## src/rtl/pas_pkg.sv

```systemverilog
package pas_pkg;

  // Sizes of the ready list and of the fields.
  localparam int MAX_TASKS_DEF = 16;
  localparam int NUM_IDS       = 16;
  localparam int ID_W          = 4;
  localparam int PRIO_W        = 7;
  localparam int STEP_W        = 4;
  localparam int STATUS_W      = 2;
  localparam int COUNT_W       = 5;
  localparam int REQ_W         = 2;

  // Stream and configuration port widths.
  localparam int IN_DATA_W  = 16;
  localparam int OUT_DATA_W = 16;
  localparam int CFG_IDX_W  = 2;
  localparam int CFG_DATA_W = 7;

  // Aged priorities never rise above this value.
  localparam logic signed [PRIO_W-1:0] PRIO_TOP = 7'sd63;

  // Reset values of the configuration registers.
  localparam logic signed [STEP_W-1:0] AGING_STEP_RST = -4'sd1;
  localparam logic signed [PRIO_W-1:0] PRIO_MIN_RST   = -7'sd20;
  localparam logic signed [PRIO_W-1:0] PRIO_MAX_RST   = 7'sd20;

  // Request kinds.
  localparam logic [REQ_W-1:0] REQ_ENQUEUE  = 2'd0;
  localparam logic [REQ_W-1:0] REQ_SET_PRIO = 2'd1;
  localparam logic [REQ_W-1:0] REQ_SELECT   = 2'd2;

  // Result status codes.
  localparam logic [STATUS_W-1:0] ST_OK    = 2'd0;
  localparam logic [STATUS_W-1:0] ST_EMPTY = 2'd1;
  localparam logic [STATUS_W-1:0] ST_FULL  = 2'd2;
  localparam logic [STATUS_W-1:0] ST_RANGE = 2'd3;

  // Configuration register indexes.
  localparam logic [CFG_IDX_W-1:0] CFG_AGING_STEP = 2'd0;
  localparam logic [CFG_IDX_W-1:0] CFG_PRIO_MIN   = 2'd1;
  localparam logic [CFG_IDX_W-1:0] CFG_PRIO_MAX   = 2'd2;

  // Commands from the controller to the datapath.
  typedef struct packed {
    logic capture;  // latch the incoming item
    logic exec;     // decode and perform enqueue, set-priority or status
    logic age;      // age every entry of the ready list
    logic pick;     // remove the winner of the compare tree
    logic emit;     // load the result into the output register
  } dp_cmd_t;

  // Status from the datapath to the controller.
  typedef struct packed {
    logic go_select;  // a select request found a non-empty list
  } dp_stat_t;

endpackage

```

## src/rtl/priority_aging_scheduler.sv

```systemverilog
// Task scheduler with priority aging. Requests arrive on the slave stream:
// the request kind rides in s_axis_tuser (enqueue, set priority, select) and
// the task id and requested priority in s_axis_tdata. Every request yields
// exactly one result item on the master stream, carrying a status code, the
// chosen task id (zero unless a select succeeded) and the ready-list length.
// The configuration port writes aging step, priority floor and priority
// ceiling; the user must see that it is written only while no request is in
// flight, as the block itself does not enforce this. Enqueue, set-priority
// and an empty select are decoded and go straight to the output register;
// a select that removes an entry also ages the list, waits while the
// registered minimum tree of depth L = clog2(MAX_TASKS) settles, and
// removes the winner. One item is processed at a time; a new item is taken
// in the cycle after the result enters the output register. The output
// register holds a result while the receiver stalls, and the next item can
// already be accepted and worked on behind it. Reset empties the ready
// list, sets every static priority to zero and restores the register
// defaults; no clearing pass is needed.
module priority_aging_scheduler #(
  parameter int MAX_TASKS = pas_pkg::MAX_TASKS_DEF
) (
  input  logic                            clk,
  input  logic                            rst,
  // Request stream.
  input  logic                            s_axis_tvalid,
  output logic                            s_axis_tready,
  // tdata, from bit 0: task_id[3:0], priority_req[10:4], zeros above.
  input  logic [pas_pkg::IN_DATA_W-1:0]   s_axis_tdata,
  // tuser, from bit 0: req_type[1:0].
  input  logic [pas_pkg::REQ_W-1:0]       s_axis_tuser,
  // Result stream.
  output logic                            m_axis_tvalid,
  input  logic                            m_axis_tready,
  // tdata, from bit 0: status[1:0], chosen_task[5:2], ready_count[10:6],
  // zeros above.
  output logic [pas_pkg::OUT_DATA_W-1:0]  m_axis_tdata,
  // Configuration write port: 0 aging_step, 1 priority_min, 2 priority_max.
  input  logic                            cfg_we,
  input  logic [pas_pkg::CFG_IDX_W-1:0]   cfg_index,
  input  logic [pas_pkg::CFG_DATA_W-1:0]  cfg_data
);
  import pas_pkg::*;

  dp_cmd_t  cmd;
  dp_stat_t stat;

  // The controller sequences each request: decode, then for a successful
  // select an aging step, a wait while the compare tree settles and the
  // removal of the winner, and last the loading of the output register.
  pas_ctrl #(
    .MAX_TASKS (MAX_TASKS)
  ) u_ctrl (
    .clk       (clk),
    .rst       (rst),
    .in_valid  (s_axis_tvalid),
    .in_ready  (s_axis_tready),
    .out_valid (m_axis_tvalid),
    .out_ready (m_axis_tready),
    .stat      (stat),
    .cmd       (cmd)
  );

  // The datapath holds the configuration, the static priority table, the
  // ready list, the minimum tree and the result registers.
  pas_datapath #(
    .MAX_TASKS (MAX_TASKS)
  ) u_datapath (
    .clk       (clk),
    .rst       (rst),
    .cfg_we    (cfg_we),
    .cfg_index (cfg_index),
    .cfg_data  (cfg_data),
    .in_user   (s_axis_tuser),
    .in_data   (s_axis_tdata),
    .cmd       (cmd),
    .stat      (stat),
    .out_data  (m_axis_tdata)
  );

endmodule

```

## src/rtl/pas_datapath.sv

```systemverilog
module pas_datapath #(
  parameter int MAX_TASKS = pas_pkg::MAX_TASKS_DEF
) (
  input  logic                            clk,
  input  logic                            rst,
  input  logic                            cfg_we,
  input  logic [pas_pkg::CFG_IDX_W-1:0]   cfg_index,
  input  logic [pas_pkg::CFG_DATA_W-1:0]  cfg_data,
  input  logic [pas_pkg::REQ_W-1:0]       in_user,
  input  logic [pas_pkg::IN_DATA_W-1:0]   in_data,
  input  pas_pkg::dp_cmd_t                cmd,
  output pas_pkg::dp_stat_t               stat,
  output logic [pas_pkg::OUT_DATA_W-1:0]  out_data
);
  import pas_pkg::*;

  localparam int L  = $clog2(MAX_TASKS);
  localparam int P  = 1 << L;
  localparam int IW = L;
  localparam int LW = $clog2(MAX_TASKS + 1);

  typedef struct packed {
    logic                     valid;
    logic signed [PRIO_W-1:0] prio;
    logic [ID_W-1:0]          id;
    logic [IW-1:0]            idx;
  } node_t;

  logic signed [STEP_W-1:0] aging_step;
  logic signed [PRIO_W-1:0] prio_min;
  logic signed [PRIO_W-1:0] prio_max;

  logic [REQ_W-1:0]         req_type;
  logic [ID_W-1:0]          req_id;
  logic signed [PRIO_W-1:0] req_prio;

  logic signed [PRIO_W-1:0] static_prio [NUM_IDS];
  logic [ID_W-1:0]          ready_ids   [MAX_TASKS];
  logic signed [PRIO_W-1:0] ready_prio  [MAX_TASKS];
  logic [LW-1:0]            len;

  logic [STATUS_W-1:0]      res_status;
  logic [ID_W-1:0]          res_chosen;
  logic [STATUS_W-1:0]      out_status;
  logic [ID_W-1:0]          out_chosen;
  logic [COUNT_W-1:0]       out_count;
  logic [LW+COUNT_W-1:0]    len_wide;

  logic is_full;
  logic is_empty;
  logic in_range;

  node_t leaf [P];
  node_t tree [1:P-1];

  function automatic logic signed [PRIO_W-1:0] age_prio(
    input logic signed [PRIO_W-1:0] p,
    input logic signed [STEP_W-1:0] step,
    input logic signed [PRIO_W-1:0] floor_p
  );
    logic signed [PRIO_W:0] sum;
    logic signed [PRIO_W:0] floor_w;
    logic signed [PRIO_W:0] top_w;
    sum     = {p[PRIO_W-1], p} + {{(PRIO_W + 1 - STEP_W){step[STEP_W-1]}}, step};
    floor_w = {floor_p[PRIO_W-1], floor_p};
    top_w   = {PRIO_TOP[PRIO_W-1], PRIO_TOP};
    if (sum < floor_w) begin
      return floor_p;
    end else if (sum > top_w) begin
      return PRIO_TOP;
    end
    return sum[PRIO_W-1:0];
  endfunction

  // The left operand wins ties, so the earlier entry is kept.
  function automatic node_t pick_min(input node_t a, input node_t b);
    if (a.valid && (!b.valid || a.prio <= b.prio)) begin
      return a;
    end
    return b;
  endfunction

  assign is_full  = (len == LW'(MAX_TASKS));
  assign is_empty = (len == '0);
  assign in_range = (req_prio >= prio_min) && (req_prio <= prio_max);
  assign stat.go_select = (req_type == REQ_SELECT) && !is_empty;

  always_ff @(posedge clk) begin
    if (rst) begin
      aging_step <= AGING_STEP_RST;
      prio_min   <= PRIO_MIN_RST;
      prio_max   <= PRIO_MAX_RST;
    end else if (cfg_we) begin
      case (cfg_index)
        CFG_AGING_STEP: aging_step <= cfg_data[STEP_W-1:0];
        CFG_PRIO_MIN:   prio_min   <= cfg_data[PRIO_W-1:0];
        CFG_PRIO_MAX:   prio_max   <= cfg_data[PRIO_W-1:0];
        default: ;
      endcase
    end
  end

  always_ff @(posedge clk) begin
    if (cmd.capture) begin
      req_type <= in_user;
      req_id   <= in_data[ID_W-1:0];
      req_prio <= in_data[ID_W +: PRIO_W];
    end
  end

  always_ff @(posedge clk) begin
    if (rst) begin
      for (int n = 0; n < NUM_IDS; n++) begin
        static_prio[n] <= '0;
      end
    end else if (cmd.exec && req_type == REQ_SET_PRIO && in_range) begin
      static_prio[req_id] <= req_prio;
    end
  end

  always_ff @(posedge clk) begin
    if (rst) begin
      len <= '0;
    end else if (cmd.exec && req_type == REQ_ENQUEUE && !is_full) begin
      len <= len + 1'b1;
    end else if (cmd.pick) begin
      len <= len - 1'b1;
    end
  end

  // Each entry is written only at its own place: append, priority update,
  // aging, and the shift that closes the gap behind the removed entry.
  for (genvar i = 0; i < MAX_TASKS; i++) begin : g_entry
    localparam int NXT = (i < MAX_TASKS - 1) ? i + 1 : i;
    always_ff @(posedge clk) begin
      if (cmd.exec && req_type == REQ_ENQUEUE && !is_full && len == LW'(i)) begin
        ready_ids[i]  <= req_id;
        ready_prio[i] <= static_prio[req_id];
      end
      if (cmd.exec && req_type == REQ_SET_PRIO && in_range && ready_ids[i] == req_id) begin
        ready_prio[i] <= req_prio;
      end
      if (cmd.age) begin
        ready_prio[i] <= age_prio(ready_prio[i], aging_step, prio_min);
      end
      if (cmd.pick && IW'(i) >= tree[1].idx) begin
        ready_ids[i]  <= ready_ids[NXT];
        ready_prio[i] <= ready_prio[NXT];
      end
    end
  end

  for (genvar j = 0; j < P; j++) begin : g_leaf
    if (j < MAX_TASKS) begin : g_used
      assign leaf[j] = '{valid: (LW'(j) < len), prio: ready_prio[j],
                         id: ready_ids[j], idx: IW'(j)};
    end else begin : g_pad
      assign leaf[j] = '{valid: 1'b0, prio: '0, id: '0, idx: IW'(j)};
    end
  end

  // Heap-ordered minimum tree, one register per node; the root settles once
  // a change of the list has passed through every level of the tree.
  for (genvar k = 1; k < P; k++) begin : g_node
    if (2 * k >= P) begin : g_bottom
      always_ff @(posedge clk) begin
        tree[k] <= pick_min(leaf[2 * k - P], leaf[2 * k - P + 1]);
      end
    end else begin : g_inner
      always_ff @(posedge clk) begin
        tree[k] <= pick_min(tree[2 * k], tree[2 * k + 1]);
      end
    end
  end

  always_ff @(posedge clk) begin
    if (cmd.exec) begin
      res_chosen <= '0;
      case (req_type)
        REQ_ENQUEUE:  res_status <= is_full ? ST_FULL : ST_OK;
        REQ_SET_PRIO: res_status <= in_range ? ST_OK : ST_RANGE;
        REQ_SELECT:   res_status <= is_empty ? ST_EMPTY : ST_OK;
        default:      res_status <= ST_OK;
      endcase
    end
    if (cmd.pick) begin
      res_chosen <= tree[1].id;
    end
  end

  assign len_wide = (LW + COUNT_W)'(len);

  always_ff @(posedge clk) begin
    if (cmd.emit) begin
      out_status <= res_status;
      out_chosen <= res_chosen;
      out_count  <= len_wide[COUNT_W-1:0];
    end
  end

  assign out_data = {{(OUT_DATA_W - STATUS_W - ID_W - COUNT_W){1'b0}},
                     out_count, out_chosen, out_status};

endmodule

```

## src/rtl/pas_ctrl.sv

```systemverilog
module pas_ctrl #(
  parameter int MAX_TASKS = pas_pkg::MAX_TASKS_DEF
) (
  input  logic              clk,
  input  logic              rst,
  input  logic              in_valid,
  output logic              in_ready,
  output logic              out_valid,
  input  logic              out_ready,
  input  pas_pkg::dp_stat_t stat,
  output pas_pkg::dp_cmd_t  cmd
);
  import pas_pkg::*;

  localparam int L  = $clog2(MAX_TASKS);
  localparam int CW = $clog2(L + 1);

  typedef enum logic [2:0] {
    S_IDLE,
    S_DECODE,
    S_AGE,
    S_TREE,
    S_PICK,
    S_DONE
  } state_t;

  state_t        state;
  logic [CW-1:0] cnt;

  always_comb begin
    in_ready    = (state == S_IDLE);
    cmd.capture = in_ready && in_valid;
    cmd.exec    = (state == S_DECODE);
    cmd.age     = (state == S_AGE);
    cmd.pick    = (state == S_PICK);
    cmd.emit    = (state == S_DONE) && (!out_valid || out_ready);
  end

  always_ff @(posedge clk) begin
    if (rst) begin
      state     <= S_IDLE;
      cnt       <= '0;
      out_valid <= 1'b0;
    end else begin
      case (state)
        S_IDLE: begin
          if (cmd.capture) begin
            state <= S_DECODE;
          end
        end
        S_DECODE: begin
          state <= stat.go_select ? S_AGE : S_DONE;
        end
        S_AGE: begin
          state <= S_TREE;
          cnt   <= '0;
        end
        S_TREE: begin
          if (cnt == CW'(L - 1)) begin
            state <= S_PICK;
          end else begin
            cnt <= cnt + 1'b1;
          end
        end
        S_PICK: begin
          state <= S_DONE;
        end
        S_DONE: begin
          if (cmd.emit) begin
            state <= S_IDLE;
          end
        end
        default: begin
          state <= S_IDLE;
        end
      endcase

      if (cmd.emit) begin
        out_valid <= 1'b1;
      end else if (out_ready) begin
        out_valid <= 1'b0;
      end
    end
  end

endmodule
```

## config.mk

```make
export PLATFORM = sky130hd
export DESIGN_NAME = priority_aging_scheduler
export DESIGN_NICKNAME = d
export VERILOG_FILES = /design/src/rtl/pas_pkg.sv /design/src/rtl/priority_aging_scheduler.sv /design/src/rtl/pas_datapath.sv /design/src/rtl/pas_ctrl.sv
export SDC_FILE = /design/constraint.sdc
export NUM_CORES = 1
export LEC_CHECK = 0
export BUFFER_PORTS_ARGS = -buffer_cell sky130_fd_sc_hd__buf_2
export CORE_UTILIZATION = 35
export DETAILED_ROUTE_END_ITERATION = 8
export HOLD_SLACK_MARGIN = 0.02
export PLACE_DENSITY = 0.61
export REMOVE_ABC_BUFFERS = 1
export SLEW_MARGIN = 20
export SYNTH_ARGS = -nofsm -noshare
export SYNTH_HDL_FRONTEND = slang
export SYNTH_SLANG_ARGS = --single-unit
```

## constraint.sdc

```tcl
create_clock -name clk -period 4.45 [get_ports clk]
set_input_delay 1.335 -clock clk [delete_from_list [all_inputs] [get_ports clk]]
set_output_delay 1.335 -clock clk [all_outputs]
set_load 0.01 [all_outputs]
```

==> results.sh <==
export IMPL_hp_start="u_datapath.res_chosen[3]"
export IMPL_worstPathArrival_ns=4.65
export IMPL_core_area_um2=102000
export IMPL_syn_area_per_cell_um2=10.1
export IMPL_outcome="finished, final reports clean"
export IMPL_ant_nets=0
export IMPL_syn_cell_area_um2=36000
export IMPL_row_count=117
export IMPL_synthFlopType="edfxtp_1"
export IMPL_rsz0062_at_grt="no"
export IMPL_tightestPinTransition_ns=1.07
export IMPL_crit_buf_inv=2
export IMPL_initial_utilization_pct=35.3
export IMPL_drt_initial_drc_count=2899
export IMPL_worstPathRequired_ns=4.81
export IMPL_grt_pass1_wl_mm=170
export IMPL_min_path_cells=0
export IMPL_drive_gt1_share_pct=15.5
export IMPL_yosys_register_bits=550
export IMPL_reg2reg_depth=13
export IMPL_via_per_inst=5.77
export IMPL_clkTransAtPathRegs_ns=0.06
export IMPL_yosysTopAreaCellShare_pct=26.5
export IMPL_clock_sinks=550
export IMPL_cts_setup_buffers=0
export IMPL_via_count=29300
export IMPL_htreeDepth=2
export IMPL_synth_cell_types=86
export IMPL_holdPathEnd="u_datapath.out_chosen[3]"
export IMPL_grt_overflow_total=0
export IMPL_synth_cells=3572
export IMPL_final_nets=4046
export IMPL_synthArstFlopShare_pct=0
export IMPL_slowest_stage="dfxtp_1"
export IMPL_cp_common_cell="ha_1"
export IMPL_slew_headroom_pct=27.8
export IMPL_dp_cells=4955
export IMPL_cts_tree="built"
export IMPL_reg2reg_slack_ns=0.16
export IMPL_layoutNonFillerInstCount=5069
export IMPL_synth_edf_count=318
export IMPL_drt_total_wl_mm=114
export IMPL_dr_pass1_iters=6
export IMPL_clock_path_buffers=3
export IMPL_clk_latency_ns=0.67
export IMPL_fin_setup_tns_ns=0
export IMPL_antenna_found_initial=2
export IMPL_synth_warnings=0
export IMPL_grtUsageTotal_pct=21.5
export IMPL_dieArea_um2=104000
export IMPL_io_pins=50
export IMPL_setup_viol=0
export IMPL_path_cells="buf_12, ha_1, inv_1, fa_1, nor2b_1, o31a_1, o311ai_0, ha_1, nand4_1, o21bai_1, nand2b_1, o221ai_1, o211ai_1"
export IMPL_synth_largest_area_cell="edfxtp_1"
export IMPL_wl_per_cell_um=22.5
export IMPL_drt_drc_violations_left=0
export IMPL_first_global_vias=27500
export IMPL_worst_clock_skew_ns=0.0519
export IMPL_synth_area_leaders="edfxtp_1, dfxtp_1, ha_1"
export IMPL_power_per_cell_area_nw_per_um2=642
export IMPL_cts_buffers_inserted=59
export IMPL_leakage_nw=16.4
export IMPL_r2r_start="u_datapath.aging_step[0]"
export IMPL_syn_to_final_growth_pct=12.2
export IMPL_fin_util_pct=39.6
export IMPL_cap_violations=0
export IMPL_cts_root_buffer="clkbuf_16"
export IMPL_start_kind="flop"
export IMPL_max_stage_delay_ns=0.66
export IMPL_min_period_ns=4.29
export IMPL_path_class="reg -> reg"
export IMPL_vdd_ir_drop_max_mv=0.369
export IMPL_fmax_mhz=233
export IMPL_grt_max_degree=63
export IMPL_dp_hpwl_mm=85.2
export IMPL_reg2reg_to="u_datapath.ready_prio[1][1]"
export IMPL_die_w_um=323
export IMPL_min_path_type="reg -> reg"
export IMPL_io_buffers=39
export IMPL_hold_viol=0
export IMPL_place_gp_congestion=0.953
export IMPL_cp_top_family="compound AO/OA/AOI/OAI gates"
export IMPL_period_share_pct=96.4
export IMPL_die_y_um=323
export IMPL_ys_seq_area_share_pct=39.5
export IMPL_cp_end_kind="flop"
export IMPL_critPathMaxFanout=10
export IMPL_slew_violations=0
[layer usage]
layer	track usage (%)	share of wire [%]
met5	0	0
met4	7.38	3.3
met2	33.3	44
met1	30.4	44
met3	3.08	8.7
[Yosys cell counts, types with 12 or more instances]
| cell type | n |
|---|---|
| o2111ai_1 | 17 |
| inv_1 | 193 |
| xnor2_1 | 56 |
| o21ai_0 | 170 |
| a22oi_1 | 49 |
| mux2_2 | 206 |
| dfxtp_1 | 232 |
| nor2b_1 | 52 |
| a21oi_1 | 166 |
| fa_1 | 16 |
| nand3b_1 | 25 |
| a21o_1 | 55 |
| a211oi_1 | 32 |
| or2_2 | 12 |
| nand4_1 | 41 |
| nor4_1 | 16 |
| nand3_1 | 67 |
| nor2_1 | 286 |
| o31ai_1 | 19 |
| o211ai_1 | 61 |
| a31oi_1 | 24 |
| a2111oi_0 | 15 |
| and2_1 | 13 |
| o21a_1 | 27 |
| a32oi_1 | 15 |
| nand2b_1 | 59 |
| o22ai_1 | 18 |
| nor3b_1 | 29 |
| ha_1 | 350 |
| nand2_1 | 294 |
| a211o_1 | 18 |
| clkbuf_1 | 105 |
| o21bai_1 | 26 |
| mux4_2 | 28 |
| and3_1 | 37 |
| xor2_1 | 74 |
| buf_2 | 38 |
| o221ai_1 | 50 |
| mux2i_1 | 59 |
| a221o_1 | 35 |
| edfxtp_1 | 318 |
| nor3_1 | 19 |
[logic make-up (layout without fill, tap and decap cells)]
family / Yosys count / in the layout / synth area share [%]
other cells: 1 / 7 / 0.0104
flops: 550 / 550 / 39.5
simple gates: 1018 / 1018 / 14.1
mux: 293 / 293 / 9.84
buf+inv: 356 / 479 / 4.01
compound gates: 858 / 858 / 16.3
fa+ha+maj: 366 / 366 / 13.1
xor+xnor: 130 / 130 / 3.17
[how the worst max path moves through the flow]
stage | start | endpoint | slack (ns) | cells after the start
global route | u_datapath.aging_step[0] | u_datapath.ready_prio[1][3] | 0.03 | 13
finish | u_datapath.aging_step[0] | u_datapath.ready_prio[1][1] | 0.16 | 13
detailed placement | u_datapath.aging_step[0] | u_datapath.ready_prio[0][7] | 0.32 | 12
global placement | u_datapath.aging_step[0] | u_datapath.ready_prio[0][7] | 0.38 | 12
CTS | u_datapath.aging_step[0] | u_datapath.ready_prio[1][1] | 0.28 | 13
floorplan | u_datapath.aging_step[3] | u_datapath.ready_prio[1][41] | -0.12 | 12
[worst reg2reg max path: cells and delay by family, from the launching register on]
family / cells / cell delay (ns)
AO/OA/AOI/OAI: 5 / 1.42
adder cells (fa/ha/maj): 3 / 1.00
flip-flops: 1 / 0.66
AND/OR/NAND/NOR: 3 / 0.58
buffers and inverters: 2 / 0.31
[repair_timing]
action                                  in CTS  in global routing
resized for setup                            0                  1
endpoints found under the setup margin       0                  1
hold buffers                                 0                  0
[cell usage in the layout (no fill, tap or decap), drive strengths merged, types with 35 or more instances in the layout]
master,count
ha,350
edfxtp,318
nand2,298
nor2,286
dfxtp,232
mux2,206
inv,197
o21ai,174
buf,174
a21oi,169
xor2,74
clkbuf,74
nand3,70
o211ai,61
nand2b,59
mux2i,59
xnor2,56
a21o,55
nor2b,52
o221ai,51
a22oi,49
nand4,43
and3,37
a221o,35
[state kept, by name, summed over array words and instances, names as in the netlist, 3 cells and up, named ones only]
signal	cells
u_ctrl.cnt	3
u_ctrl.state	3
u_datapath.aging_step	4
u_datapath.len	5
u_datapath.out_chosen	4
u_datapath.out_count	5
u_datapath.prio_max	7
u_datapath.prio_min	7
u_datapath.ready_ids	64
u_datapath.ready_prio	112
u_datapath.req_id	4
u_datapath.req_prio	7
u_datapath.res_chosen	4
u_datapath.static_prio	112
u_datapath.tree	198
[through the flow]
step	hold WS (ns)	setup WS, ns	power [mW]	cell area, um^2
after global routing	0.427	0.0301	27.5	40400
after global placement	0.404	0.375	20.2	38300
after detailed placement	0.405	0.320	20.5	38300
after CTS	0.421	0.278	25.7	40400
final	0.420	0.160	25.9	40400
after floorplan	0.400	-0.123	16.3	35300
[final cells by class]
type	count	area (um^2)
flip-flops and latches	550	14200
repair buffers	174	1270
well taps	1368	1710
diodes	2	5.00
multi-input cells	2670	20400
clock inverters	38	399
inverters	193	724
fillers	10000	61500
clock buffers	74	1680
[power breakdown]
group	internal, mW	total (mW)	switching, mW
sequential	7.18	8.47	1.28
combinational	5.13	12.2	7.12
clock	2.99	5.22	2.23
total	15.3	25.9	10.6
No activity file was read; power rests on OpenSTA's default activity.
